### config.mk
export PLATFORM = sky130hd
export DESIGN_NAME = section_table_walk_unit
export DESIGN_NICKNAME = d
export VERILOG_FILES = /design/src/sv/stw_pkg.sv /design/src/sv/stw_cfg_regs.sv /design/src/sv/stw_walk.sv /design/src/sv/section_table_walk_unit.sv
export SDC_FILE = /design/constraint.sdc
export NUM_CORES = 1
export LEC_CHECK = 0
export BUFFER_PORTS_ARGS = -buffer_cell sky130_fd_sc_hd__buf_2
export CORE_MARGIN = 5
export CORE_UTILIZATION = 45
export DETAILED_ROUTE_END_ITERATION = 10
export PLACE_DENSITY_LB_ADDON = 0.1
export SETUP_SLACK_MARGIN = 0.4
export SLEW_MARGIN = 25
export SYNTH_ARGS = -nofsm -noshare
export SYNTH_HDL_FRONTEND = slang
export SYNTH_SLANG_ARGS = --single-unit
### constraint.sdc
create_clock -name clk -period 8.5 [get_ports clk]
set_input_delay 1.7 -clock clk [delete_from_list [all_inputs] [get_ports clk]]
set_output_delay 1.7 -clock clk [all_outputs]
set_load 0.02 [all_outputs]
### src/sv/stw_pkg.sv
// ----------------------------------------------------------------------------
// stw_pkg
// Shared types and constants for the section table walk unit.
// ----------------------------------------------------------------------------
package stw_pkg;

  localparam int unsigned VaddrWidth = 32;
  localparam int unsigned PaddrWidth = 40;
  localparam int unsigned CfgIndexWidth = 2;
  localparam int unsigned CfgDataWidth = 32;

  localparam logic [VaddrWidth-1:0] NoTable = '1;

  localparam logic [CfgIndexWidth-1:0] CfgMmuEnable = 2'd0;
  localparam logic [CfgIndexWidth-1:0] CfgTableBase = 2'd1;
  localparam logic [CfgIndexWidth-1:0] CfgSplitN = 2'd2;

  localparam logic FuncTranslate = 1'b0;
  localparam logic FuncDescriptor = 1'b1;

  localparam logic KindFetch = 1'b0;
  localparam logic KindDone = 1'b1;

  localparam logic [1:0] StatusOk = 2'd0;
  localparam logic [1:0] StatusMmuOff = 2'd1;
  localparam logic [1:0] StatusNoTable = 2'd2;
  localparam logic [1:0] StatusFault = 2'd3;

  localparam logic [1:0] DescSection = 2'd2;

  typedef struct packed {
    logic mmu_enable;
    logic [31:0] table_base;
    logic [2:0] split_n;
  } cfg_t;

  typedef struct packed {
    logic func;
    logic [31:0] vaddr;
    logic [31:0] descriptor;
  } req_t;

  typedef struct packed {
    logic kind;
    logic [31:0] fetch_addr;
    logic [39:0] phys_addr;
    logic [1:0] status;
    logic [3:0] domain;
    logic [2:0] access_perm;
    logic [4:0] memory_attr;
    logic [3:0] extra_flags;
  } rsp_t;

endpackage

### src/sv/stw_cfg_regs.sv
// ----------------------------------------------------------------------------
// stw_cfg_regs
// Configuration registers: MMU enable, table base and split control.
// ----------------------------------------------------------------------------
module stw_cfg_regs (
  input  logic clk,
  input  logic rst,
  input  logic cfg_valid,
  output logic cfg_ready,
  input  logic [stw_pkg::CfgIndexWidth-1:0] cfg_index,
  input  logic [stw_pkg::CfgDataWidth-1:0] cfg_data,
  output stw_pkg::cfg_t cfg
);

  assign cfg_ready = 1'b1;

  always_ff @(posedge clk) begin
    if (rst) begin
      cfg.mmu_enable <= 1'b0;
      cfg.table_base <= stw_pkg::NoTable;
      cfg.split_n <= '0;
    end else if (cfg_valid) begin
      case (cfg_index)
        stw_pkg::CfgMmuEnable: cfg.mmu_enable <= cfg_data[0];
        stw_pkg::CfgTableBase: cfg.table_base <= cfg_data;
        stw_pkg::CfgSplitN: cfg.split_n <= cfg_data[2:0];
        default: ;
      endcase
    end
  end

endmodule

### src/sv/stw_walk.sv
// ----------------------------------------------------------------------------
// stw_walk
// Walk state and result logic: builds the descriptor fetch address, decodes a
// returned descriptor into the translated address or passes vaddr through.
// ----------------------------------------------------------------------------
module stw_walk (
  input  logic clk,
  input  logic rst,
  input  stw_pkg::cfg_t cfg,
  input  stw_pkg::req_t req,
  input  logic transfer,
  output stw_pkg::rsp_t rsp,
  output logic has_rsp
);

  logic [31:0] pending_vaddr;
  logic awaiting_descriptor;
  logic [31:0] pending_vaddr_next;
  logic awaiting_descriptor_next;

  logic [31:0] base_mask;
  logic [11:0] idx_mask;
  logic [11:0] idx;
  logic [31:0] d;

  always_comb begin
    base_mask = 32'hFFFF_FFFF << (4'd14 - {1'b0, cfg.split_n});
    idx_mask = 12'hFFF >> cfg.split_n;
    idx = req.vaddr[31:20] & idx_mask;
    d = req.descriptor;

    rsp = '0;
    has_rsp = 1'b1;
    pending_vaddr_next = pending_vaddr;
    awaiting_descriptor_next = awaiting_descriptor;

    if (req.func == stw_pkg::FuncDescriptor) begin
      has_rsp = awaiting_descriptor;
      awaiting_descriptor_next = 1'b0;
      rsp.kind = stw_pkg::KindDone;
      if (d[1:0] != stw_pkg::DescSection) begin
        rsp.status = stw_pkg::StatusFault;
      end else begin
        rsp.status = stw_pkg::StatusOk;
        if (d[18]) begin
          rsp.phys_addr = {d[8:5], d[23:20], d[31:24], pending_vaddr[23:0]};
        end else begin
          rsp.phys_addr = {8'd0, d[31:20], pending_vaddr[19:0]};
          rsp.domain = d[8:5];
        end
        rsp.access_perm = {d[15], d[11:10]};
        rsp.memory_attr = {d[14:12], d[3], d[2]};
        rsp.extra_flags = {d[4], d[16], d[17], d[9]};
      end
    end else if (!cfg.mmu_enable) begin
      awaiting_descriptor_next = 1'b0;
      rsp.kind = stw_pkg::KindDone;
      rsp.phys_addr = {8'd0, req.vaddr};
      rsp.status = stw_pkg::StatusMmuOff;
    end else if (cfg.table_base == stw_pkg::NoTable) begin
      awaiting_descriptor_next = 1'b0;
      rsp.kind = stw_pkg::KindDone;
      rsp.phys_addr = {8'd0, req.vaddr};
      rsp.status = stw_pkg::StatusNoTable;
    end else begin
      pending_vaddr_next = req.vaddr;
      awaiting_descriptor_next = 1'b1;
      rsp.kind = stw_pkg::KindFetch;
      rsp.fetch_addr = (cfg.table_base & base_mask) | {18'd0, idx, 2'b00};
    end
  end

  always_ff @(posedge clk) begin
    if (rst) begin
      pending_vaddr <= '0;
      awaiting_descriptor <= 1'b0;
    end else if (transfer) begin
      pending_vaddr <= pending_vaddr_next;
      awaiting_descriptor <= awaiting_descriptor_next;
    end
  end

endmodule

### src/sv/section_table_walk_unit.sv
// ----------------------------------------------------------------------------
// section_table_walk_unit
// First-level section and supersection table walker with a registered
// result stage.
// ----------------------------------------------------------------------------
//   channel  direction  handshake              payload
//   req      in         req_valid / req_ready  stw_pkg::req_t
//   rsp      out        rsp_valid / rsp_ready  stw_pkg::rsp_t
//   cfg      in         cfg_valid / cfg_ready  cfg_index, cfg_data
//
// One item per cycle while req_ready is high; a result appears in the cycle after its request transfer.
// The result register sets the rate: req_ready is high while it is empty or
// being drained in the same cycle.
// A descriptor with no walk outstanding gives no result.
// Reset clears the walk state and loads the register reset values.
// ----------------------------------------------------------------------------
module section_table_walk_unit (
  input  logic clk,
  input  logic rst,
  input  logic req_valid,
  output logic req_ready,
  input  stw_pkg::req_t req,
  output logic rsp_valid,
  input  logic rsp_ready,
  output stw_pkg::rsp_t rsp,
  input  logic cfg_valid,
  output logic cfg_ready,
  input  logic [stw_pkg::CfgIndexWidth-1:0] cfg_index,
  input  logic [stw_pkg::CfgDataWidth-1:0] cfg_data
);

  stw_pkg::cfg_t cfg;
  stw_pkg::rsp_t walk_rsp;
  logic walk_has_rsp;
  logic req_transfer;

  assign req_ready = !rsp_valid || rsp_ready;
  assign req_transfer = req_valid && req_ready;

  stw_cfg_regs u_cfg (
    .clk(clk),
    .rst(rst),
    .cfg_valid(cfg_valid),
    .cfg_ready(cfg_ready),
    .cfg_index(cfg_index),
    .cfg_data(cfg_data),
    .cfg(cfg)
  );

  stw_walk u_walk (
    .clk(clk),
    .rst(rst),
    .cfg(cfg),
    .req(req),
    .transfer(req_transfer),
    .rsp(walk_rsp),
    .has_rsp(walk_has_rsp)
  );

  always_ff @(posedge clk) begin
    if (rst) begin
      rsp_valid <= 1'b0;
    end else if (req_ready) begin
      rsp_valid <= req_transfer && walk_has_rsp;
    end
  end

  always_ff @(posedge clk) begin
    if (req_transfer && walk_has_rsp) begin
      rsp <= walk_rsp;
    end
  end

endmodule
Word-level counts from Yosys, hierarchy flattened. Cells that the tools add are included.

Register bits: 153. Input bits: 104. Output and inout port bits: 94. Logic and storage cells: 51.

Add/subtract/negate cells: 1. Equal/unequal tests: 4. Shifts and indexed selects: 2. Muxes and demuxes: 11. Bitwise gates (word level): 6. Reduce and logical (&&, ||, !) cells: 13.

Operator list (number): $mux W40 (2); $mux W34 (2); $mux W42 (1); $and A32 B32 Y32 (1); $eq A32 B32 Y1 const B (1); $or A32 B14 Y32 (1); $shl A32 B4 Y32 const A (1); $and A12 B12 Y12 (1); $shr A12 B3 Y12 const A (1); $reduce_and A2 Y1 (3); $reduce_or A3 Y1 (2); $mux W1 (5); $reduce_and A4 Y1 (1); $reduce_or A2 Y1 (2); $sub A4 B3 Y4 const A (1); $not A1 Y1 (3); $eq A2 B1 Y1 const B (1); $eq A2 B2 Y1 const B (1); $logic_and A1 B1 Y1 (2); $logic_not A2 Y1 (1); $mux W2 (1); $ne A2 B2 Y1 const B (1); $logic_not A1 Y1 (1); $logic_or A1 B1 Y1 (1).

Longest topological paths before layout.
Depth after elaboration: 4. Mapped depth: 7.

Cells and area by module. A second synthesis with hierarchy kept.

Cells, all modules: 595. Area total of the unflattened synthesis: 6700.2 µm².

Modules (own cells, without submodules): section_table_walk_unit (instances 1, cells an instance 97, area an instance 2800.2 µm²); stw_walk (instances 1, cells an instance 337, area an instance 2391.0 µm²); stw_cfg_regs (instances 1, cells an instance 161, area an instance 1508.9 µm²).

Least setup slack after synthesis. Ideal clock, no wire load.

Kind: in2reg. Start: input rsp_ready. End: register rsp[0] in the netlist's numbering, enable pin. Arrival: 6546 ps. Data required time: 7930 ps. Path slack: 1384 ps. Cell stages on the path: 3. Cell sequence: nand2b_1 -> nand2_1 -> a21oi_1.

Word-level cells in the longest chain between the ends: 3.

Ends and longest elaborated chain: from (decl) (RTL line section_table_walk_unit.sv:24) `input logic rsp_ready,`; $logic_or A1 B1 Y1 (RTL line section_table_walk_unit.sv:37) `assign req_ready = !rsp_valid || rsp_ready;`; $logic_and A1 B1 Y1 (RTL line section_table_walk_unit.sv:38) `assign req_transfer = req_valid && req_ready;`; $logic_and A1 B1 Y1 (RTL line section_table_walk_unit.sv:69) `if (req_transfer && walk_has_rsp) begin`; to (signal assigned) (RTL line section_table_walk_unit.sv:70) `rsp <= walk_rsp;`; to (decl) (RTL line section_table_walk_unit.sv:25) `output stw_pkg::rsp_t rsp,`.

Every way passes these cells. A chain may end at the register's enable or synchronous reset.

Worst setup path in the final report.
Start: input rsp_ready. End: output req_ready.

Word-level cells in the longest chain between the ends: 1.

Ends and longest elaborated chain: $logic_or A1 B1 Y1 (RTL line section_table_walk_unit.sv:37); to (decl) (RTL line section_table_walk_unit.sv:21) `output logic req_ready,`.

Every way passes these cells.

==> results_dict.tcl <==
set metrics [dict create \
    status "finished clean" \
    syn_area_per_cell_um2 11.05 \
    vias 4785 \
    cts_tree "yes" \
    cts_buffers 17 \
    finalCritPeriodShare_pct 45.35 \
    route.met2.wl_mm 8.147 \
    root_buffer "clkbuf_16" \
    antenna_left 0 \
    pwr-share-seq_pct 47.7 \
    syn_inst 586 \
    p_int_mw 1.334 \
    ys_seq_area_share_pct 61.35 \
    yosysWarnings 0 \
    ctsResizeCount 0 \
    syn_to_final_growth_pct 26.33 \
    rsz0062_at_grt "false" \
    hp-start "u_walk.pending_vaddr[4]" \
    n_antenna_cell 0 \
    cts_setup_buffers 0 \
    multiInputGateArea_um2 2321 \
    ys_types 36 \
    slew_headroom_pct 51.10 \
    synth_seq_cells 153 \
    drt_iter0_markers 350 \
    power_density_nw_per_um2 212.1 \
    grt_pass1_vias 4715 \
    setup.worst_path.class "in2out" \
    gp_congestion 0.8070 \
    worstMarginPinSlew_ns 0.7335 \
    p_leak_nw 3.424 \
    clock_insertion_delay_worst_skew_ns 0.43 \
    reg2reg_slack_ns 6.49 \
    hold_violations 0 \
    fill_cells 1259 \
    vdd_ir_drop_max_uv 130.2 \
    clkSinkCount 153 \
    clk_transition_reported_paths_ns 0.06 \
    hold_path_class "reg2reg" \
    critPathArrivalTime_ns 2.16 \
    power_switching_mw 0.4018 \
    cp_max_fo 4 \
    period_minus_slack_ns 3.855 \
    grt_max_degree 87 \
    hold_path_depth 2 \
    r2r_start "u_cfg.cfg[33]" \
    reg2reg_to "rsp[58]" \
    tns_ns 0 \
    dieHeight_um 130.0 \
    setup_viol 0 \
    finalPower_mw 1.735 \
    hpwl_mm 10.94 \
    max_freq_ghz 0.2594 \
    grt_pass1_wl_mm 24.34 \
    route.detailed.drc 0 \
    startpoint_type "primary input" \
    clkPwrFrac_pct 43.1 \
    ff_latch_area_um2 3974 \
    initial_core_util_pct 46.31 \
    wl_met3_um 837 \
    swShare_pct 23.15 \
    wirelength_mm 15.58 \
    rows 43 \
    wl_met1_mm 6.382 \
    overflow 0 \
    pin_count 198 \
    finalMaxSlewViolations 0 \
    final_util_pct 58.50 \
    ctsHoldBuffers 0 \
    core_um2 13990 \
    drive_gt1_share_pct 31.29 \
    post_drt_wl_per_cell_um 16.18 \
    netlist_area_um2 6477 \
    combPwrFrac_pct 9.1 \
    finClkSkew_ns 0.01520 \
    cap_violations 0 \
    final_nets 880 \
    hold_end "u_walk.pending_vaddr[4]" \
    grt_antenna_before_repair 0 \
    reg2reg_depth 5 \
    highest_layer "met4" \
    die_area_um2 16890 \
    cp-end-kind "output port" \
    fp.dieW_um 130.0 \
    critPathRequiredTime_ns 6.80 \
    syn_nets 696 \
    fin_hold_ws_ns 0.4763 \
    viasPerCell 4.969 \
    first_pass_iters 4 \
    clockBufferDepth 2 \
    grtUsageTotal_pct 18.87 \
    htree_levels 4 \
    numPortBuffers 195 \
]
-- flip-flops by register name, indices dropped and copies added (netlist names) --
register	flops
rsp_valid	1
u_walk.awaiting_descriptor	1
rsp	91
u_walk.pending_vaddr	24
u_cfg.cfg	36
-- through the flow --
step	area [um^2]	cells	setup WS [ns]
finish	8183	963	4.645
global route	8183	963	4.620
CTS	8177	963	4.626
detailed placement	7590	931	4.560
global placement	7572	930	4.609
floorplan	6477	586	1.384
-- worst max path at each step --
| stage | slack, ns | startpoint | cells past startpoint | to |
|---|---|---|---|---|
| after detailed placement | 4.56 | req[64] | 6 | rsp[58] |
| after floorplan | 1.38 | rsp_ready | 3 | rsp[0] |
| after global placement | 4.61 | req[64] | 6 | rsp[58] |
| after global routing | 4.62 | rsp_ready | 3 | req_ready |
| final | 4.64 | rsp_ready | 3 | req_ready |
| after CTS | 4.63 | rsp_ready | 3 | req_ready |
-- final cells by class --
cell class,instances,share of cell area [%]
multi-input combinational,385,28.36
sequential,153,48.56
inverter,12,0.5505
clock inverter,11,1.407
tap,180,2.752
timing repair buffer,201,12.60
clock buffer,21,5.765
-- power by group through the flow --
stage / clock network (mW) / logic [mW] / registers (mW)
finish: 0.748 / 0.159 / 0.829
floorplan: 0 / 0.0713 / 0.871
global route: 0.804 / 0.175 / 0.831
CTS: 0.766 / 0.161 / 0.829
global placement: 0 / 0.158 / 0.844
detailed placement: 0 / 0.161 / 0.845
-- metal layers --
| layer | up-vias | global-route usage, % |
|---|---|---|
| li1 | 2386 | - |
| met1 | 2261 | 22.93 |
| met2 | 125 | 32.64 |
| met3 | 13 | 5.158 |
| met4 | 0 | 6.174 |
| met5 | - | 0 |
-- layout by cell type, fill, tap and decap left out, drive strengths merged, types with 2 or more instances in the layout --
cell and instances:
a21oi 16, and2 30, and3 8, buf 201
bufinv 2, clkbuf 21, clkinv 5, dfxtp 62
edfxtp 91, ha 6, inv 16, mux2i 32
nand2 127, nand2b 49, nand3 6, nand3b 35
nand4 8, nor2 7, nor3 3, nor3b 6
nor4 2, o211ai 2, o21ai 36, o32ai 4
-- Yosys cell counts --
| library cell | n | area (um^2) |
|---|---|---|
| a211oi_4 | 1 | 20.02 |
| a21boi_2 | 1 | 11.26 |
| a21oi_1 | 15 | 75.07 |
| a21oi_2 | 1 | 8.760 |
| a22oi_1 | 1 | 7.510 |
| a31oi_1 | 1 | 6.260 |
| and2_1 | 30 | 187.7 |
| and3_1 | 8 | 50.05 |
| and3b_1 | 1 | 8.760 |
| buf_2 | 2 | 10.01 |
| buf_4 | 2 | 15.01 |
| buf_6 | 2 | 22.52 |
| clkbuf_1 | 30 | 112.6 |
| conb_1 | 1 | 3.750 |
| dfxtp_1 | 62 | 1241 |
| edfxtp_1 | 91 | 2733 |
| ha_1 | 6 | 75.07 |
| inv_1 | 10 | 37.54 |
| inv_2 | 2 | 7.510 |
| mux2i_1 | 32 | 320.3 |
| nand2_1 | 127 | 476.7 |
| nand2b_1 | 49 | 306.5 |
| nand3_1 | 6 | 30.03 |
| nand3b_1 | 35 | 262.8 |
| nand4_1 | 7 | 43.79 |
| nand4_2 | 1 | 12.51 |
| nor2_1 | 7 | 26.28 |
| nor3_1 | 3 | 15.01 |
| nor3b_1 | 6 | 45.04 |
| nor4_4 | 2 | 42.54 |
| o211ai_1 | 2 | 15.01 |
| o21ai_0 | 36 | 180.2 |
| o21ba_2 | 1 | 10.01 |
| o31ai_1 | 1 | 7.510 |
| o32ai_1 | 2 | 17.52 |
| o32ai_2 | 2 | 32.53 |
-- cell families (layout without fill, tap and decap cells) --
logic type	after synthesis	in the layout	synth area share [%]
fa+ha+maj	6	6	1.159
flops	153	153	61.35
compound gates	64	64	6.046
simple gates	282	282	23.28
buf+inv	48	245	3.168
mux	32	32	4.945
other cells	1	1	0.05789
-- critical path, stage by stage --
cell      delay, ns
buf_2          0.09
nand2b_1       0.18
buf_2          0.18
Power figures use the tool's default switching activity.
